$ cat src/rtl/core/b64e_pkg.sv
package b64e_pkg;

  localparam int unsigned LINE_LENGTH = 76;
  localparam int unsigned LINE_W      = 7;
  localparam logic [LINE_W-1:0] LINE_LIMIT = LINE_W'(LINE_LENGTH);

  localparam int unsigned QDEPTH = 4;
  localparam int unsigned QAW    = $clog2(QDEPTH);

  localparam int unsigned CFG_IDX_W = 2;
  localparam logic [CFG_IDX_W-1:0] CFG_PAD_ENABLE        = 2'd0;
  localparam logic [CFG_IDX_W-1:0] CFG_LINE_BREAK_ENABLE = 2'd1;
  localparam logic [CFG_IDX_W-1:0] CFG_URL_ALPHABET      = 2'd2;

  localparam logic [7:0] CHAR_PAD = 8'h3D;
  localparam logic [7:0] CHAR_CR  = 8'h0D;
  localparam logic [7:0] CHAR_LF  = 8'h0A;

  typedef struct packed {
    logic [23:0] grp;
    logic [2:0]  n_data;
    logic [1:0]  n_pad;
    logic        crlf;
    logic        msg_last;
    logic        url;
  } job_t;

  function automatic logic [7:0] sextet_char(input logic [5:0] v, input logic url);
    logic [7:0] c;
    if (v < 6'd26) begin
      c = 8'h41 + {2'b00, v};
    end else if (v < 6'd52) begin
      c = 8'h61 + {2'b00, v - 6'd26};
    end else if (v < 6'd62) begin
      c = 8'h30 + {2'b00, v - 6'd52};
    end else if (v == 6'd62) begin
      c = url ? 8'h2D : 8'h2B;
    end else begin
      c = url ? 8'h5F : 8'h2F;
    end
    return c;
  endfunction

endpackage

$ cat src/rtl/core/b64e_front.sv
module b64e_front (
  input  logic                            clk,
  input  logic                            rst_n,
  input  logic                            cfg_valid,
  output logic                            cfg_ready,
  input  logic [b64e_pkg::CFG_IDX_W-1:0]  cfg_index,
  input  logic                            cfg_data,
  input  logic                            in_tvalid,
  output logic                            in_tready,
  input  logic [7:0]                      in_tdata,
  input  logic                            in_tlast,
  input  logic                            q_full,
  output logic                            q_push,
  output b64e_pkg::job_t                  q_job
);

  logic                            pad_r, lbe_r, url_r;
  logic [15:0]                     pend_r, pend_nxt;
  logic [1:0]                      cnt_r, cnt_nxt;
  logic [b64e_pkg::LINE_W-1:0]     line_r, line_nxt, line_add;
  logic                            accept;

  assign cfg_ready = 1'b1;
  assign in_tready = !q_full;
  assign accept    = in_tvalid && in_tready;
  assign line_add  = line_r + b64e_pkg::LINE_W'(4);

  always_comb begin
    pend_nxt       = pend_r;
    cnt_nxt        = cnt_r;
    line_nxt       = line_r;
    q_push         = 1'b0;
    q_job.grp      = {pend_r, in_tdata};
    q_job.n_data   = 3'd4;
    q_job.n_pad    = 2'd0;
    q_job.crlf     = 1'b0;
    q_job.msg_last = in_tlast;
    q_job.url      = url_r;
    if (accept) begin
      if (cnt_r == 2'd2) begin
        q_push   = 1'b1;
        pend_nxt = '0;
        cnt_nxt  = 2'd0;
        if (lbe_r) begin
          if (line_add >= b64e_pkg::LINE_LIMIT) begin
            q_job.crlf = 1'b1;
            line_nxt   = '0;
          end else begin
            line_nxt = line_add;
          end
        end
      end else begin
        pend_nxt = {pend_r[7:0], in_tdata};
        cnt_nxt  = cnt_r + 2'd1;
        if (in_tlast) begin
          q_push = 1'b1;
          if (cnt_r == 2'd0) begin
            q_job.grp    = {in_tdata, 16'h0000};
            q_job.n_data = 3'd2;
            q_job.n_pad  = pad_r ? 2'd2 : 2'd0;
          end else begin
            q_job.grp    = {pend_r[7:0], in_tdata, 8'h00};
            q_job.n_data = 3'd3;
            q_job.n_pad  = pad_r ? 2'd1 : 2'd0;
          end
        end
      end
      if (in_tlast) begin
        pend_nxt = '0;
        cnt_nxt  = 2'd0;
        line_nxt = '0;
      end
    end
  end

  always_ff @(posedge clk) begin
    if (!rst_n) begin
      pad_r  <= 1'b1;
      lbe_r  <= 1'b0;
      url_r  <= 1'b0;
      pend_r <= '0;
      cnt_r  <= 2'd0;
      line_r <= '0;
    end else begin
      pend_r <= pend_nxt;
      cnt_r  <= cnt_nxt;
      line_r <= line_nxt;
      if (cfg_valid && cfg_ready) begin
        case (cfg_index)
          b64e_pkg::CFG_PAD_ENABLE:        pad_r <= cfg_data;
          b64e_pkg::CFG_LINE_BREAK_ENABLE: lbe_r <= cfg_data;
          b64e_pkg::CFG_URL_ALPHABET:      url_r <= cfg_data;
          default: ;
        endcase
      end
    end
  end

endmodule

$ cat src/rtl/core/b64e_queue.sv
module b64e_queue (
  input  logic           clk,
  input  logic           rst_n,
  input  logic           push,
  input  b64e_pkg::job_t wr_job,
  output logic           full,
  input  logic           pop,
  output logic           rd_valid,
  output b64e_pkg::job_t rd_job
);

  b64e_pkg::job_t                slots_r [b64e_pkg::QDEPTH];
  logic [b64e_pkg::QAW-1:0]      wr_ptr_r, rd_ptr_r;
  logic [b64e_pkg::QAW:0]        count_r, count_nxt;
  logic                          do_push, do_pop;

  assign full     = count_r == (b64e_pkg::QAW+1)'(b64e_pkg::QDEPTH);
  assign rd_valid = count_r != '0;
  assign rd_job   = slots_r[rd_ptr_r];
  assign do_push  = push && !full;
  assign do_pop   = pop && rd_valid;

  always_comb begin
    count_nxt = count_r;
    if (do_push && !do_pop) begin
      count_nxt = count_r + 1'b1;
    end else if (do_pop && !do_push) begin
      count_nxt = count_r - 1'b1;
    end
  end

  always_ff @(posedge clk) begin
    if (do_push) begin
      slots_r[wr_ptr_r] <= wr_job;
    end
  end

  always_ff @(posedge clk) begin
    if (!rst_n) begin
      wr_ptr_r <= '0;
      rd_ptr_r <= '0;
      count_r  <= '0;
    end else begin
      count_r <= count_nxt;
      if (do_push) begin
        wr_ptr_r <= wr_ptr_r + 1'b1;
      end
      if (do_pop) begin
        rd_ptr_r <= rd_ptr_r + 1'b1;
      end
    end
  end

endmodule

$ cat src/rtl/core/b64e_back.sv
module b64e_back (
  input  logic           clk,
  input  logic           rst_n,
  input  logic           q_valid,
  input  b64e_pkg::job_t q_job,
  output logic           q_pop,
  output logic           out_tvalid,
  input  logic           out_tready,
  output logic [7:0]     out_tdata,
  output logic           out_tlast,
  output logic           out_tuser
);

  logic [2:0] idx_r, idx_nxt;
  logic       valid_r, valid_nxt;
  logic [7:0] char_r, char_nxt;
  logic       last_r, last_nxt;
  logic       end_r, end_nxt;
  logic       load, final_char;
  logic [2:0] total, data_pad;
  logic [5:0] six;

  assign load       = !valid_r || out_tready;
  assign data_pad   = q_job.n_data + {1'b0, q_job.n_pad};
  assign total      = data_pad + {1'b0, q_job.crlf, 1'b0};
  assign final_char = idx_r == (total - 3'd1);
  assign q_pop      = load && q_valid && final_char;

  always_comb begin
    case (idx_r[1:0])
      2'd0:    six = q_job.grp[23:18];
      2'd1:    six = q_job.grp[17:12];
      2'd2:    six = q_job.grp[11:6];
      default: six = q_job.grp[5:0];
    endcase
  end

  always_comb begin
    idx_nxt   = idx_r;
    valid_nxt = valid_r;
    char_nxt  = char_r;
    last_nxt  = last_r;
    end_nxt   = end_r;
    if (load) begin
      valid_nxt = q_valid;
      if (q_valid) begin
        if (idx_r < q_job.n_data) begin
          char_nxt = b64e_pkg::sextet_char(six, q_job.url);
        end else if (idx_r < data_pad) begin
          char_nxt = b64e_pkg::CHAR_PAD;
        end else if (idx_r == data_pad) begin
          char_nxt = b64e_pkg::CHAR_CR;
        end else begin
          char_nxt = b64e_pkg::CHAR_LF;
        end
        last_nxt = final_char;
        end_nxt  = final_char && q_job.msg_last;
        idx_nxt  = final_char ? 3'd0 : idx_r + 3'd1;
      end
    end
  end

  always_ff @(posedge clk) begin
    if (!rst_n) begin
      idx_r   <= 3'd0;
      valid_r <= 1'b0;
    end else begin
      idx_r   <= idx_nxt;
      valid_r <= valid_nxt;
    end
    char_r <= char_nxt;
    last_r <= last_nxt;
    end_r  <= end_nxt;
  end

  assign out_tvalid = valid_r;
  assign out_tdata  = char_r;
  assign out_tlast  = last_r;
  assign out_tuser  = end_r;

endmodule

$ cat src/rtl/core/base64_stream_encoder.sv
// Base64 stream encoder.
// Input channel: one source byte per item on in_tdata, in_tlast marks the
// last byte of a message. Output channel: one ASCII character per item on
// out_tdata; out_tlast marks the last character caused by an input byte,
// out_tuser marks the final character of the encoded message.
// Configuration: cfg_index 0 pad enable, 1 line break enable (CR LF after
// 76 characters), 2 URL-safe alphabet; other indexes are ignored.
// Path: a byte that completes a group is written into the job queue, and its
// first character is then loaded into the registered output stage.
// Flow: the output stage emits one character per cycle while out_tready is
// high; a full group of three bytes gives four characters (six with CR LF).
// Bytes that complete no group are accepted back to back while the
// four-entry job queue has room.
// Reset: pad enable set, line breaks and URL alphabet cleared, partial group
// and line count cleared, queue and output stage empty.
// Stall: while out_tready is low the output character holds; the queue fills
// and in_tready drops once four jobs are waiting.
module base64_stream_encoder (
  input  logic                           clk,
  input  logic                           rst_n,
  input  logic                           cfg_valid,
  output logic                           cfg_ready,
  input  logic [b64e_pkg::CFG_IDX_W-1:0] cfg_index,
  input  logic                           cfg_data,
  input  logic                           in_tvalid,
  output logic                           in_tready,
  input  logic [7:0]                     in_tdata,   // [7:0] in_byte
  input  logic                           in_tlast,
  output logic                           out_tvalid,
  input  logic                           out_tready,
  output logic [7:0]                     out_tdata,  // [7:0] out_char
  output logic                           out_tlast,
  output logic                           out_tuser   // [0] message_end
);

  logic           q_full, q_push, q_pop, q_valid;
  b64e_pkg::job_t wr_job, rd_job;

  b64e_front u_front (
    .clk       (clk),
    .rst_n     (rst_n),
    .cfg_valid (cfg_valid),
    .cfg_ready (cfg_ready),
    .cfg_index (cfg_index),
    .cfg_data  (cfg_data),
    .in_tvalid (in_tvalid),
    .in_tready (in_tready),
    .in_tdata  (in_tdata),
    .in_tlast  (in_tlast),
    .q_full    (q_full),
    .q_push    (q_push),
    .q_job     (wr_job)
  );

  b64e_queue u_queue (
    .clk      (clk),
    .rst_n    (rst_n),
    .push     (q_push),
    .wr_job   (wr_job),
    .full     (q_full),
    .pop      (q_pop),
    .rd_valid (q_valid),
    .rd_job   (rd_job)
  );

  b64e_back u_back (
    .clk        (clk),
    .rst_n      (rst_n),
    .q_valid    (q_valid),
    .q_job      (rd_job),
    .q_pop      (q_pop),
    .out_tvalid (out_tvalid),
    .out_tready (out_tready),
    .out_tdata  (out_tdata),
    .out_tlast  (out_tlast),
    .out_tuser  (out_tuser)
  );

endmodule

$ cat config.mk
export PLATFORM = sky130hd
export DESIGN_NAME = base64_stream_encoder
export DESIGN_NICKNAME = d
export VERILOG_FILES = /design/src/rtl/core/b64e_pkg.sv /design/src/rtl/core/b64e_front.sv /design/src/rtl/core/b64e_queue.sv /design/src/rtl/core/b64e_back.sv /design/src/rtl/core/base64_stream_encoder.sv
export SDC_FILE = /design/constraint.sdc
export NUM_CORES = 1
export LEC_CHECK = 0
export BUFFER_PORTS_ARGS = -buffer_cell sky130_fd_sc_hd__buf_4
export CORE_MARGIN = 2
export CORE_UTILIZATION = 45
export DETAILED_ROUTE_END_ITERATION = 16
export GPL_TIMING_DRIVEN = 0
export PLACE_DENSITY = 0.64
export SLEW_MARGIN = 20
export SYNTH_ARGS = -nofsm -noshare
export SYNTH_HDL_FRONTEND = slang
export SYNTH_SLANG_ARGS = --single-unit
$ cat constraint.sdc
create_clock -name clk -period 11.87 [get_ports clk]
set_input_delay 2.374 -clock clk [delete_from_list [all_inputs] [get_ports clk]]
set_output_delay 2.374 -clock clk [all_outputs]
set_load 0.02 [all_outputs]
==> results.json <==
{
  "status": "complete, no violations",
  "worst-path-max-fanout": 10,
  "hold_viol": 0,
  "vias": 5241,
  "mostFrequentLayoutCells": "138 x edfxtp_1, 47 x nand2_1, 39 x dfxtp_1, 29 x buf_4, 27 x ha_1",
  "dr.pass1.iters": 5,
  "routedLengthMet1_mm": 7.590,
  "grt_pass1_wl_mm": 28.35,
  "gp_congestion": 0.8308,
  "hold_depth": 2,
  "wl_met3_mm": 1.035,
  "fin_setup_tns_ns": 0,
  "hold_end": "u_front.pend_r[8]",
  "drv_cap": 0,
  "syn_inst": 616,
  "ys_ff_latch": 177,
  "routed_via_density": 5.772,
  "clkSinkCount": 177,
  "power_density_mw_per_mm2": 230.6,
  "die_w_um": 140.4,
  "track_usage_pct": 19.03,
  "synth-async-reset-ratio_pct": 0,
  "initial_core_util_pct": 46.27,
  "avgSynthCellArea_um2": 13.58,
  "rrSetupSlack_ns": 6.46,
  "synth.distinct_cells": 73,
  "slew_viol_final": 0,
  "crit_arrival_ns": 5.77,
  "top_layer": "met4",
  "ant_nets": 0,
  "netlist_area_mm2": 0.008368,
  "final_common_cell": "edfxtp_1",
  "r2r_end": "u_queue.count_r[2]",
  "criticalPathCategory": "reg -> reg",
  "period_needed_ns": 5.412,
  "dieArea_mm2": 0.01970,
  "hold_path_class": "reg -> reg",
  "routed_wl_mm": 17.97,
  "grt_pass1_vias": 5211,
  "ir_drop_uv": 120.2,
  "syn_nets": 662,
  "port_buffers": 27,
  "routed-wl-met2_mm": 8.875,
  "clk_pin_slew_ns": 0.07,
  "worst_pin_slew_ns": 0.9249,
  "synth_ff_type": "edfxtp_1",
  "reg2reg_depth": 21,
  "ctsHtreeMaxLevel": 4,
  "layout.nets": 712,
  "drive_above_1_share_pct": 18.85,
  "die_y_um": 140.4,
  "grt_max_degree": 24,
  "rsz0062_at_grt": "no",
  "worst_setup_path_end_kind": "flip-flop",
  "post_cts_buffers": 0,
  "insertion_delay_ns": 0.43,
  "cp.required_ns": 12.23,
  "p_leak_nw": 3.321,
  "fin_cells": 908,
  "drt_iter0_drc": 343,
  "antenna_found_initial": 0,
  "drc": 0,
  "holdBufCountCts": 0,
  "ys_seq_area_share_pct": 58.85,
  "start_kind": "flip-flop",
  "place_hpwl_mm": 12.97,
  "cts-root-buf": "clkbuf_16",
  "cts_tree": "built",
  "max_freq_mhz": 184.8,
  "relSlewSlack_pct": 38.11,
  "ys_warn_count": 0,
  "setup_viol": 0,
  "period_share_pct": 45.59,
  "holdWs_ns": 0.4647,
  "io-pin-count": 30,
  "dp.cells": 876,
  "clockBufferDepth": 2,
  "post_drt_wl_per_cell_um": 19.79,
  "worstHoldStart": "u_front.pend_r[8]",
  "cts_resized": 0,
  "skew_ns": 0.01182,
  "overflow": 0,
  "synth_edf_count": 138,
  "diodes": 0,
  "core-area_mm2": 0.01809,
  "cts-buffers-inserted": 17,
  "row_count": 49,
  "syn_to_final_growth_pct": 14.55
}
worst max-delay path by stage:
stage,start,to,cells after the start
6_report,flip-flop,u_queue.count_r[2],21
3_3_place_gp,in_tlast,u_queue.slots_r[2][23],5
4_1_cts,flip-flop,u_queue.count_r[2],21
5_1_grt,flip-flop,u_queue.count_r[2],21
3_5_place_dp,flip-flop,u_queue.count_r[2],21
2_1_floorplan,flip-flop,u_queue.count_r[2],21
cells by family (layout without fill, tap and decap cells):
kind of cell             after synthesis  in the layout  synth area share [%]
XOR/XNOR                              22             22                 2.467
flip-flops                           177            177                 58.85
multiplexers                          61             61                 10.45
AO/OA/AOI/OAI                        115            115                 10.03
adder cells (fa/ha/maj)               29             29                 4.516
other                                  1              1               0.04481
AND/OR/NAND/NOR                      164            164                 10.90
buffers and inverters                 47            110                 2.736
layer usage:
layer	GRT usage, %	up-vias
met4	7.496	0
met3	4.274	36
met5	0	-
met1	24.34	2621
met2	31.68	159
li1	-	2425
final cells by class:
type / instances / area (µm²)
Fill cell: 1479 / 8501
Sequential cell: 177 / 4925
Multi-Input combinational cell: 392 / 3219
Clock buffer: 19 / 442.9
Timing Repair Buffer: 31 / 297.8
Tap cell: 229 / 286.5
Clock inverter: 13 / 185.2
Buffer: 26 / 150.1
Inverter: 21 / 78.83
critical path, cell delays in order, from the launching register on:
cell and delay, ns:
dfxtp_1 0.35, buf_6 0.18, buf_2 0.32, buf_2 0.36, mux4_2 0.37, ha_1 0.22, inv_1 0.07, fa_1 0.46
inv_1 0.16, xnor2_1 0.10, ha_1 0.20, xnor2_1 0.13, or3_1 0.37, and3_4 0.20, nor4_4 0.55, nand2_2 0.19
ha_1 0.28, inv_1 0.07, fa_1 0.18, xor2_1 0.08, or3_1 0.30, a21boi_0 0.18
registers in the layout (all words and copies together) (netlist names), 2 cells and up, named ones only:
register,flops
u_queue.wr_ptr_r,2
u_back.out_tdata,8
u_front.cnt_r,2
u_front.line_r,5
u_back.idx_r,3
u_queue.rd_ptr_r,2
u_front.pend_r,16
u_queue.count_r,3
u_queue.slots_r,128
Yosys cell counts (18+ instances only):
master / number / area share (%)
a21boi_0: 21 / 1.9
a21oi_1: 18 / 1.1
and2_1: 27 / 2.0
dfxtp_1: 39 / 9.3
edfxtp_1: 138 / 50
ha_1: 27 / 4.0
inv_1: 19 / 0.85
mux2i_1: 24 / 2.9
mux4_2: 18 / 4.8
nand2_1: 47 / 2.1
nand3_1: 22 / 1.3
o21ai_0: 22 / 1.3
through the flow:
step,total power (W),instance area (µm²),worst slack [ns],util (%)
finish,0.002211,9585,6.458,53.00
global route,0.002334,9585,6.126,53.00
CTS,0.002225,9585,6.416,53.00
detailed placement,0.001634,8957,6.457,49.53
global placement,0.001605,8857,6.654,48.97
floorplan,0.001413,8368,7.285,-
power breakdown:
part	total (W)	leakage, nW	switching (W)	internal (W)
Combinational	0.000837	1.43	0.000495	0.000342
Clock	0.000589	0.293	0.000231	0.000358
Sequential	0.000785	1.60	0.0000258	0.000759
Power figures use the tool's default switching activity.
